`config.mk`:
```
export PLATFORM = sky130hd
export DESIGN_NAME = bffa_ctrl
export DESIGN_NICKNAME = d
export VERILOG_FILES = /design/src/design/bffa_pkg.sv /design/src/design/bffa_ctrl.sv
export SDC_FILE = /design/constraint.sdc
export NUM_CORES = 1
export LEC_CHECK = 0
export ABC_CLOCK_PERIOD_IN_PS = 1700
export CORE_UTILIZATION = 30
export CTS_CLUSTER_SIZE = 14
export DETAILED_ROUTE_END_ITERATION = 8
export DONT_BUFFER_PORTS = 1
export PLACE_DENSITY = 0.52
export RECOVER_POWER = 50
export SYNTH_ARGS = -nofsm -noshare
export SYNTH_HDL_FRONTEND = slang
export SYNTH_SLANG_ARGS = --single-unit
```
`constraint.sdc`:
```
create_clock -name i_clk -period 1.7 [get_ports i_clk]
set_input_delay 0 -clock i_clk [delete_from_list [all_inputs] [get_ports i_clk]]
set_output_delay 0 -clock i_clk [all_outputs]
set_load 0.05 [all_outputs]
```
`src/design/bffa_pkg.sv`:
```
// bffa_pkg: shared types and constants for the first-fit bitmap allocator
// no dependencies; used by every module of the allocator except bffa_ram
`default_nettype none

package bffa_pkg;

    localparam int NUM_W           = 14;
    localparam int WORD_W          = 32;
    localparam int MAP_ENTRIES_DEF = 8192;
    localparam int PADDR_W         = 2;
    localparam int PDATA_W         = 32;

    localparam logic [PADDR_W-1:0] REG_ENTRIES_ADDR = '0;

    localparam logic [NUM_W-1:0] ENTRIES_RESET = 14'd8192;

    typedef enum logic {
        OP_ALLOC = 1'b0,
        OP_FREE  = 1'b1
    } t_op;

    typedef enum logic [1:0] {
        ST_OK           = 2'd0,
        ST_FULL         = 2'd1,
        ST_RANGE        = 2'd2,
        ST_ALREADY_FREE = 2'd3
    } t_status;

    typedef struct packed {
        t_op              op;
        logic [NUM_W-1:0] entry_number;
    } t_in;

    typedef struct packed {
        logic [NUM_W-1:0] allocated_number;
        t_status          status;
        logic [NUM_W-1:0] free_count;
    } t_out;

    // controller to datapath
    typedef struct packed {
        logic    clear;
        logic    load;
        logic    read;
        logic    finish;
        t_status code;
    } t_cmd;

    // datapath to controller
    typedef struct packed {
        logic clear_last;
        logic dvalid;
        logic found;
        logic eval_last;
        logic bit_used;
        logic range_bad;
        logic lim_zero;
        logic is_free;
    } t_sts;

endpackage

`default_nettype wire

```
`src/design/bffa_ctrl.sv`:
```
// bffa_ctrl: sequencer for clear pass, word scan and free update
// depends on bffa_pkg (t_cmd, t_sts, t_status)
`default_nettype none

module bffa_ctrl (
    input  wire logic          i_clk,
    input  wire logic          i_rst_n,
    input  wire logic          i_in_valid,
    output logic               o_in_stall,
    output logic               o_out_valid,
    input  wire logic          i_out_stall,
    input  wire bffa_pkg::t_sts i_sts,
    output bffa_pkg::t_cmd     o_cmd
);

    typedef enum logic [2:0] {
        S_CLEAR,
        S_IDLE,
        S_START,
        S_SCAN,
        S_FREE_RD,
        S_FREE_CHK
    } t_state;

    t_state         r_state;
    t_state         n_state;
    logic           r_out_valid;
    logic           out_free;
    bffa_pkg::t_cmd cmd;

    assign out_free = !r_out_valid || !i_out_stall;

    always_comb begin
        cmd     = '0;
        n_state = r_state;
        case (r_state)
            S_CLEAR: begin
                cmd.clear = 1'b1;
                if (i_sts.clear_last) begin
                    n_state = S_IDLE;
                end
            end
            S_IDLE: begin
                if (i_in_valid) begin
                    cmd.load = 1'b1;
                    n_state  = S_START;
                end
            end
            S_START: begin
                if (out_free) begin
                    if (!i_sts.is_free) begin
                        if (i_sts.lim_zero) begin
                            cmd.finish = 1'b1;
                            cmd.code   = bffa_pkg::ST_FULL;
                            n_state    = S_IDLE;
                        end else begin
                            n_state = S_SCAN;
                        end
                    end else if (i_sts.range_bad) begin
                        cmd.finish = 1'b1;
                        cmd.code   = bffa_pkg::ST_RANGE;
                        n_state    = S_IDLE;
                    end else begin
                        n_state = S_FREE_RD;
                    end
                end
            end
            S_SCAN: begin
                if (out_free) begin
                    cmd.read = 1'b1;
                    if (i_sts.dvalid && i_sts.found) begin
                        cmd.finish = 1'b1;
                        cmd.code   = bffa_pkg::ST_OK;
                        n_state    = S_IDLE;
                    end else if (i_sts.dvalid && i_sts.eval_last) begin
                        cmd.finish = 1'b1;
                        cmd.code   = bffa_pkg::ST_FULL;
                        n_state    = S_IDLE;
                    end
                end
            end
            S_FREE_RD: begin
                cmd.read = 1'b1;
                n_state  = S_FREE_CHK;
            end
            S_FREE_CHK: begin
                if (out_free && i_sts.dvalid) begin
                    cmd.finish = 1'b1;
                    cmd.code   = i_sts.bit_used ? bffa_pkg::ST_OK
                                                : bffa_pkg::ST_ALREADY_FREE;
                    n_state    = S_IDLE;
                end
            end
            default: begin
                n_state = S_IDLE;
            end
        endcase
    end

    always_ff @(posedge i_clk) begin
        if (!i_rst_n) begin
            r_state     <= S_CLEAR;
            r_out_valid <= 1'b0;
        end else begin
            r_state <= n_state;
            if (cmd.finish) begin
                r_out_valid <= 1'b1;
            end else if (!i_out_stall) begin
                r_out_valid <= 1'b0;
            end
        end
    end

    assign o_cmd       = cmd;
    assign o_in_stall  = (r_state != S_IDLE);
    assign o_out_valid = r_out_valid;

endmodule

`default_nettype wire

```
; Word level (Yosys, flattened, before mapping)
; Cells that the tools add are included.
[word_totals]
output_inout_bits = 8
elab_cells = 50
regBits = 4
input_bits = 12
[op_classes]
reduce_logical = 8
n_mux = 27
n_eq_ne = 13
[op_table]
columns = operator, count
row1 = $mux W3, 16
row2 = $pmux W3 S6, 1
row3 = $ne A2 B2 Y1 const B, 5
row4 = $pmux W3 S3, 1
row5 = $eq A3 B2 Y1 const B, 2
row6 = $eq A3 B3 Y1 const B, 2
row7 = $reduce_and A6 Y1, 1
row8 = $mux W1, 5
row9 = $mux W2, 2
row10 = $mux W4, 1
row11 = $eq A3 B1 Y1 const B, 1
row12 = $logic_and A1 B1 Y1, 3
row13 = $logic_not A3 Y1, 1
row14 = $ne A3 B1 Y1 const B, 1
row15 = $ne A3 B3 Y1 const B, 1
row16 = $logic_not A1 Y1, 2
row17 = $ne A2 B1 Y1 const B, 1
row18 = $pmux W1 S2, 1
row19 = $logic_or A1 B1 Y1, 1

; Depth between registers and ports, before layout
; Gate-level depths: netlist (run 1).
[depth]
ltp_word = 6
mapped_depth = 5

; Worst setup path after synthesis (run 1)
; No wires, ideal clock.
[synth_path]
path_type = reg2out
startpoint = register r_state[2]
endpoint = output o_cmd[1] in the netlist's numbering
arrival_time_ps = 1787
setup_slack_ps = -87
path_buffers = 1
required_ps = 1700
path_stages_with_launch = 5
cell_sequence = dfxtp_1 buf_2 or2b_1 o32a_1 a21oi_1
[synth_rtl]
columns = element, line
row1 = "start, declared", bffa_ctrl.sv:25  ; t_state r_state;
row2 = "start signal, assigned", bffa_ctrl.sv:105  ; r_state <= n_state;
row3 = "end, declared", bffa_ctrl.sv:13  ; output bffa_pkg::t_cmd o_cmd

==> impl_metrics.tcl, run 1 <==
set metrics [dict create \
    power.share.switching_pct 36.2 \
    clock-sinks 4 \
    synth_fp_nets 64 \
    cts_buffers 3 \
    synthArstFlopShare_pct 0 \
    p_per_area_nw_per_um2 722 \
    synth_common_cells "dfxtp_1 (4), o21ai_0 (4)" \
    cp-end-kind "output port" \
    hpwl_um 758 \
    grt_pass1_vias 398 \
    holdPathStages 2 \
    drt_iter0_markers 11 \
    fin_area_um2 475 \
    min_period_ps 1580 \
    r2r_end "r_state[1]" \
    max-vdd-ir-drop_mv 0.558 \
    min_from "i_in_valid" \
    wl_per_cell_um 13.1 \
    first_pass_iters 4 \
    antenna_found_initial 0 \
    synth.distinct_cells 32 \
    synth-edff-count 0 \
    placed_area_um2 454 \
    r2r_cells 4 \
    power_frac_clock_pct 32.2 \
    avgViaCountPerCell 5.95 \
    cp.required_ps 1700 \
    placed_cells 71 \
    synth_top_area_share_pct 20.3 \
    start_kind "register" \
    p_sw_uw 124 \
    fin_skew_ps 3.92 \
    ys_warn_count 0 \
    final_layout_size_suffix_gt1_share_pct 21.3 \
    track_usage_pct 16.3 \
    grt_max_degree 12 \
    insertedDiodeCount 0 \
    insertion_delay_ps 230 \
    synth_area_leader_cell "dfxtp_1" \
    syn_area_um2 394 \
    gp_congestion 0.849 \
    synthTopCellsByArea "dfxtp_1 (20%), a21boi_0 (5.7%), o21a_1 (5.7%), o21ai_0 (5.1%), a21oi_1 (3.8%)" \
    crit_type "register to output port" \
    io_pins 20 \
    wl_um 981 \
    cap_violations 0 \
    clk_pin_slew_ps 40 \
    ys_seq_elements 4 \
    power_frac_seq_pct 32.1 \
    cts_tree "done" \
    intPower_uw 219 \
    rsz0062_at_grt "no" \
    crit-reg2reg-launch "r_state[2]" \
    grt-ovfl-total 0 \
    die_area_um2 1460 \
    vias 446 \
    synthFlopType "dfxtp_1" \
    drc 0 \
    clockRootBuffer "clkbuf_4" \
    syn_inst 52 \
    crit_fanout 11 \
    dieWidth_um 38.2 \
    final_core_util_pct 41.1 \
    fmax_ghz 0.632 \
    io_buffers 0 \
    final_nets 75 \
    finalWorstSetupSlack_ps 117 \
    arrival_ps 1580 \
    p_leak_nw 0.183 \
    area_growth_pct 20.6 \
    setup_viol 0 \
    hp-class "input port to register" \
    combinationalPowerShare_pct 35.7 \
    place_ws_ps 250 \
    initial_core_util_pct 34.1 \
    timing_max_transition_violations_final 0 \
    stdcell_count 75 \
    grt_pass1_wl_um 1610 \
    ant_nets 0 \
    r2r_slack_ps 220 \
    finalPower_uw 343 \
    htree_num_levels 1 \
    worst_pin_slew_ps 688 \
    cts_buffer_depth 2 \
    tns_ps 0 \
    core_area_um2 1160 \
    rows 12 \
    status "completed" \
    avgSynthCellArea_um2 7.58 \
    relSlewSlack_pct 54.1 \
    hold_end "r_state[0]" \
    yosysSeqAreaShare_pct 20.3 \
    period_share_pct 93.1 \
    hold_slack_ps 23.4 \
    fp.dieH_um 38.2 \
    hold_violations 0 \
]
[area by class of cell]
| type | instances | area [um^2] |
|---|---|---|
| Fill cell | 129 | 681 |
| Multi-Input combinational cell | 42 | 285 |
| Sequential cell | 4 | 82.6 |
| Timing Repair Buffer | 9 | 56.3 |
| Clock buffer | 3 | 22.5 |
| Tap cell | 14 | 17.5 |
| Inverter | 3 | 11.3 |
[placed cells by master (no fill, tap or decap), types with 2 or more instances in the layout]
| cell type | n |
|---|---|
| a21oi_1 | 2 |
| buf_4 | 4 |
| o22ai_1 | 2 |
| o21ai_0 | 3 |
| nand2_1 | 2 |
| inv_1 | 3 |
| dfxtp_2 | 2 |
| dfxtp_1 | 2 |
| clkbuf_1 | 3 |
| clkbuf_4 | 3 |
| nor3_1 | 2 |
| a21boi_0 | 3 |
| o21a_1 | 3 |
| a31oi_1 | 2 |
| and3_1 | 2 |
[cells by family (layout without fill, tap and decap cells)]
logic type	count (synthesis)	in the layout	share of synthesized area, %
compound gates	21	21	35.2
flops	4	4	20.3
simple gates	20	20	33.7
buf+inv	6	15	8.25
mux	1	1	2.54
[registers in the layout, indices dropped and copies added (netlist names)]
name,cells
o_out_valid,1
r_state,3
[power groups by stage]
| stage | clock network (mW) | registers (mW) | logic, mW |
|---|---|---|---|
| after CTS | 0.118 | 0.109 | 0.129 |
| after global placement | 0 | 0.110 | 0.128 |
| after floorplan | 0 | 0.108 | 0.102 |
| final | 0.111 | 0.110 | 0.122 |
| after global routing | 0.125 | 0.112 | 0.132 |
| after detailed placement | 0 | 0.111 | 0.126 |
[repair_timing]
action / in CTS / in global routing
endpoints found under the hold margin: 4 / 0
resized for setup: 0 / 2
endpoints found under the setup margin: 0 / 2
setup buffers: 0 / 0
hold buffers: 1 / 0
[worst max-delay path, cell delays in order, from the launching register on]
cell and delay [ps]:
dfxtp_1 390, or2b_1 300, o32a_1 350, a21oi_2 100
buf_4 200
[routing by layer]
layer,part of all wire (%),global-route usage (%),up-vias
li1,-,-,219
met1,46,18.9,209
met2,47,26.7,18
met3,7.5,9.88,0
met4,0,0.893,0
met5,0,0,-
[worst max-delay path by stage]
| stage | from | endpoint | slack [ps] | depth (start not counted) |
|---|---|---|---|---|
| 6_report | r_state[2] | o_cmd[1] | 120 | 4 |
| 5_1_grt | r_state[2] | o_cmd[1] | 40 | 4 |
| 4_1_cts | r_state[1] | o_cmd[1] | 40 | 4 |
| 3_5_place_dp | r_state[2] | r_state[1] | 250 | 4 |
| 3_3_place_gp | r_state[2] | r_state[1] | 240 | 4 |
| 2_1_floorplan | r_state[1] | o_cmd[3] | 40 | 3 |
No activity file was read; power rests on OpenSTA's default activity.
==> run 2, diff against run 1 <==
CORE_MARGIN = 2   (was not set)
==> run 2 against run 1 <==
Non-clock buffer count increased by 1. Clock skew is 0.62 ps lower. Cell count is 2.7% higher. Die area increased by 11%. Critical endpoint unchanged.
==> impl_metrics.tcl, run 2 (synthesis results as in run 1) <==
set metrics [dict create \
    hold_violations 0 \
    crit_family "compound AO/OA/AOI/OAI gates" \
    insertion_delay_ps 230 \
    start_kind "register" \
    drt_iter0_markers 5 \
    worst-path-buf-inv 1 \
    largest_reg_flops 3 \
    cp_slowest_stage_delay_ps 400 \
    min_period_ps 1560 \
    p_leak_nw 0.190 \
    arrival_ps 1560 \
    wl_per_cell_um 12.6 \
    cts_tree "done" \
    final_nets 76 \
    antenna_found_initial 0 \
    ant_nets 0 \
    final_layout_size_suffix_gt1_share_pct 22.6 \
    core_area_um2 1270 \
    fillCellCount 141 \
    grt_max_degree 12 \
    fmax_ghz 0.641 \
    area_growth_pct 22.9 \
    fp.dieH_um 40.2 \
    period_share_pct 91.8 \
    gp_congestion 0.782 \
    clk_pin_slew_ps 40 \
    grt_pass1_wl_um 1520 \
    status "completed" \
    wl_um 967 \
    placed_cells 73 \
    rows 13 \
    final_core_util_pct 38.2 \
    vias 429 \
    cap_violations 0 \
    p_per_area_nw_per_um2 720 \
    fin_skew_ps 3.30 \
    track_usage_pct 14.1 \
    dieWidth_um 40.2 \
    io_pins 20 \
    relSlewSlack_pct 54.3 \
    htree_num_levels 1 \
    insertedDiodeCount 0 \
    cp_cell_sequence "or2b_1 -> o32a_1 -> a21oi_2 -> buf_4" \
    cts_buffer_depth 2 \
    cp.required_ps 1700 \
    finalPower_uw 349 \
    setup_viol 0 \
    tns_ps 0 \
    stdcell_count 77 \
    grt_pass1_vias 360 \
    post_cts_buffers 0 \
    clockRootBuffer "clkbuf_4" \
    worst_pin_slew_ps 686 \
    timing_max_transition_violations_final 0 \
    mostFrequentLayoutCell "buf_4" \
    cp-end-kind "output port" \
    crit_type "register to output port" \
    die_area_um2 1620 \
    r2r_slack_ps 260 \
    clock-sinks 4 \
    drc 0 \
    crit_fanout 10 \
    initial_core_util_pct 31.1 \
    grt-ovfl-total 0 \
    io_buffers 0 \
    cts_buffers 3 \
    rsz0062_at_grt "no" \
    hp-class "input port to register" \
    critical-path-slowest-cell "dfxtp_2" \
    max-vdd-ir-drop_mv 0.368 \
    first_pass_iters 4 \
    avgViaCountPerCell 5.57 \
    hpwl_um 779 \
    regMostFlops "r_state" \
    hold_slack_ps 8.91 \
]
==> run 2: cell types whose count changed in the layout (fill, tap and decap cells not counted) <==
cell and change:
buf_4 +1, dfxtp_1 +1, clkbuf_1 -1, dfxtp_2 -1
clkbuf_2 +1
==> run 2: where the power goes <==
group | switching [mW] | internal, mW | leakage, nW
registers | 0.0101 | 0.100 | 0.0331
logic | 0.0825 | 0.0440 | 0.144
clock network | 0.0333 | 0.0786 | 0.0138
total | 0.126 | 0.223 | 0.190
==> run 2: worst reg2reg max path: cells and delay by family (launching register included) <==
family / cells / cell delay [ps]
simple gates: 2 / 750
flops: 1 / 390
compound gates: 2 / 200
==> run 2: through the flow <==
step | setup slack, ps | area, um^2
finish | 140 | 484
global route | 49.7 | 484
CTS | 41.2 | 495
detailed placement | 258 | 463
global placement | 252 | 463
floorplan | 36.9 | 398
==> run 2: cell type report <==
| class | instances | area (um^2) | area share (%) |
|---|---|---|---|
| well taps | 15 | 18.8 | 3.88 |
| multi-input cells | 42 | 285 | 58.9 |
| repair buffers | 10 | 65.1 | 13.4 |
| inverters | 3 | 11.3 | 2.33 |
| flip-flops and latches | 4 | 81.3 | 16.8 |
| clock buffers | 3 | 22.5 | 4.65 |
==> run 2: metal layers <==
| metal | track usage [%] | up-vias | share of wire, % |
|---|---|---|---|
| met5 | 0 | - | 0 |
| met4 | 2.50 | 0 | 0 |
| met3 | 5.56 | 0 | 7.0 |
| met2 | 20.6 | 15 | 45 |
| met1 | 19.7 | 191 | 48 |
| li1 | - | 223 | - |
==> run 2: final timing paths <==
check                            startpoint     endpoint  depth (start not counted)
worst max register to register   r_state[2]   r_state[1]                          4
worst max-delay path             r_state[1]     o_cmd[1]                          4
worst min-delay path             i_in_valid   r_state[0]                          2
worst min register to register  o_out_valid  o_out_valid                          2
==> run 2: what timing repair did <==
item,4_1_cts,5_1_grt
hold buffers,1,0
setup endpoints to repair,0,1
resized for setup,0,1
hold endpoints to repair,4,0
==> run 3, diff against run 2 <==
ABC_CLOCK_PERIOD_IN_PS = 1480   (was 1700)
clock period = 1.48 ns   (was 1.7 ns; I/O delays follow)
==> run 3 against run 2 <==
Clock-buffer cell count unchanged. Cell count grew 7.8%. Sequential power is 13% higher. Global-route usage up 3.7 points. First-iteration DRC count increased by 100%. Sequential share of layout area is 1.8 points lower. Worst hold slack better by 9.5 ps. Clock power grew 16%. Final area up 24%.
==> impl_metrics.tcl, run 3 (synthesis results as in run 1) <==
set metrics [dict create \
    final_layout_size_suffix_gt1_share_pct 42.6 \
    wl_um 1200 \
    cp.required_ps 1480 \
    clk_pin_slew_ps 40 \
    largest_reg_flops 3 \
    die_area_um2 1620 \
    regArea_um2 90.1 \
    placed_area_um2 533 \
    r2r_end "r_state[1]" \
    mostFrequentLayoutCell "buf_4" \
    r2r_cells 6 \
    dieWidth_um 40.2 \
    ant_nets 0 \
    placed_cells 76 \
    hold_violations 0 \
    clockRootBuffer "clkbuf_4" \
    first_pass_iters 6 \
    cts_buffers 3 \
    avgViaCountPerCell 5.53 \
    track_usage_pct 17.8 \
    finalPower_uw 439 \
    cp-endpoint "o_cmd[1]" \
    fin_skew_ps 3.53 \
    setup_viol 0 \
    grt_pass1_wl_um 1840 \
    cap_violations 0 \
    cts_buffer_depth 2 \
    htree_num_levels 1 \
    p_per_area_nw_per_um2 730 \
    antenna_found_initial 0 \
    hpwl_um 866 \
    cp_cell_sequence "or2b_1 -> o32a_1 -> a21oi_2 -> buf_12" \
    crit_type "register to output port" \
    startpoint "r_state[1]" \
    period_share_pct 98.9 \
    worst_pin_slew_ps 311 \
    insertedDiodeCount 0 \
    fp.dieH_um 40.2 \
    grt-ovfl-total 0 \
    final_nets 82 \
    io_pins 20 \
    hp-class "input port to register" \
    timing_max_transition_violations_final 0 \
    cp_slowest_stage_delay_ps 370 \
    rsz0062_at_grt "yes" \
    min_period_ps 1460 \
    core_area_um2 1270 \
    min_from "i_in_valid" \
    r2r_slack_ps 80 \
    critical-path-slowest-cell "dfxtp_4" \
    vias 459 \
    crit_fanout 8 \
    multi_input_area_um2 300 \
    fillCellCount 133 \
    area_growth_pct 52.7 \
    stdcell_count 83 \
    regMostFlops "r_state" \
    gp_congestion 0.783 \
    arrival_ps 1460 \
    grt_pass1_vias 439 \
    crit-reg2reg-launch "r_state[0]" \
    max-vdd-ir-drop_mv 0.441 \
    drc 0 \
    fmax_ghz 0.683 \
    status "completed" \
    cts_tree "done" \
    insertion_delay_ps 230 \
    rows 13 \
    hold_slack_ps 18.4 \
    tns_ps 0 \
    io_buffers 0 \
    wl_per_cell_um 14.4 \
    fin_area_um2 602 \
    cp-end-kind "output port" \
    relSlewSlack_pct 79.1 \
    p_leak_nw 0.243 \
    drt_iter0_markers 10 \
    clock-sinks 4 \
    holdPathStages 2 \
    initial_core_util_pct 31.1 \
    start_kind "register" \
    grt_max_degree 9 \
]
run 3: how the worst min path moves through the flow:
| stage | to | slack [ps] |
|---|---|---|
| floorplan | r_state[0] | 120 |
| detailed placement | r_state[0] | 130 |
| CTS | r_state[0] | 2 |
| global route | r_state[0] | 10 |
| global placement | r_state[0] | 120 |
| finish | r_state[0] | 20 |
run 3: metal layers:
metal	routed length, um	GRT usage [%]	vias up
met1	502	18.9	213
met2	619	31.5	13
met5	0	0	-
met3	74	6.67	0
li1	-	-	233
met4	0	7.50	0
run 3: power breakdown:
| part | switching (mW) | leakage, nW | internal, mW | total, mW |
|---|---|---|---|---|
| Sequential | 0.00914 | 0.0349 | 0.115 | 0.124 |
| Combinational | 0.108 | 0.194 | 0.0774 | 0.185 |
| Clock | 0.0394 | 0.0138 | 0.0903 | 0.130 |
run 3: worst max-delay path, delay by kind of cell, from the launching register on:
family | cells | cell delay, ps
AND/OR/NAND/NOR | 1 | 250
AO/OA/AOI/OAI | 2 | 460
flip-flops | 1 | 370
buffers and inverters | 1 | 150
run 3: final cells by class:
type | instances | share of cell area [%]
Timing Repair Buffer | 16 | 26.4
Multi-Input combinational cell | 42 | 49.9
Sequential cell | 4 | 15.0
Tap cell | 15 | 3.12
Clock buffer | 3 | 3.74
Inverter | 3 | 1.87
run 3: what timing repair did:
item / in CTS / in global routing
hold buffers: 1 / 0
hold endpoints to repair: 4 / 0
pin swaps: 1 / 3
setup buffers: 1 / 2
endpoints found under the setup margin: 3 / 3
gates resized for setup: 7 / 2
run 3: stage by stage:
step | worst slack [ps] | utilization (%)
after floorplan | -68.1 | -
after global placement | 94.9 | 42.0
after detailed placement | 81.8 | 42.0
after CTS | 5.94 | 46.3
after global routing | -48.8 | 47.4
final | 16.4 | 47.4
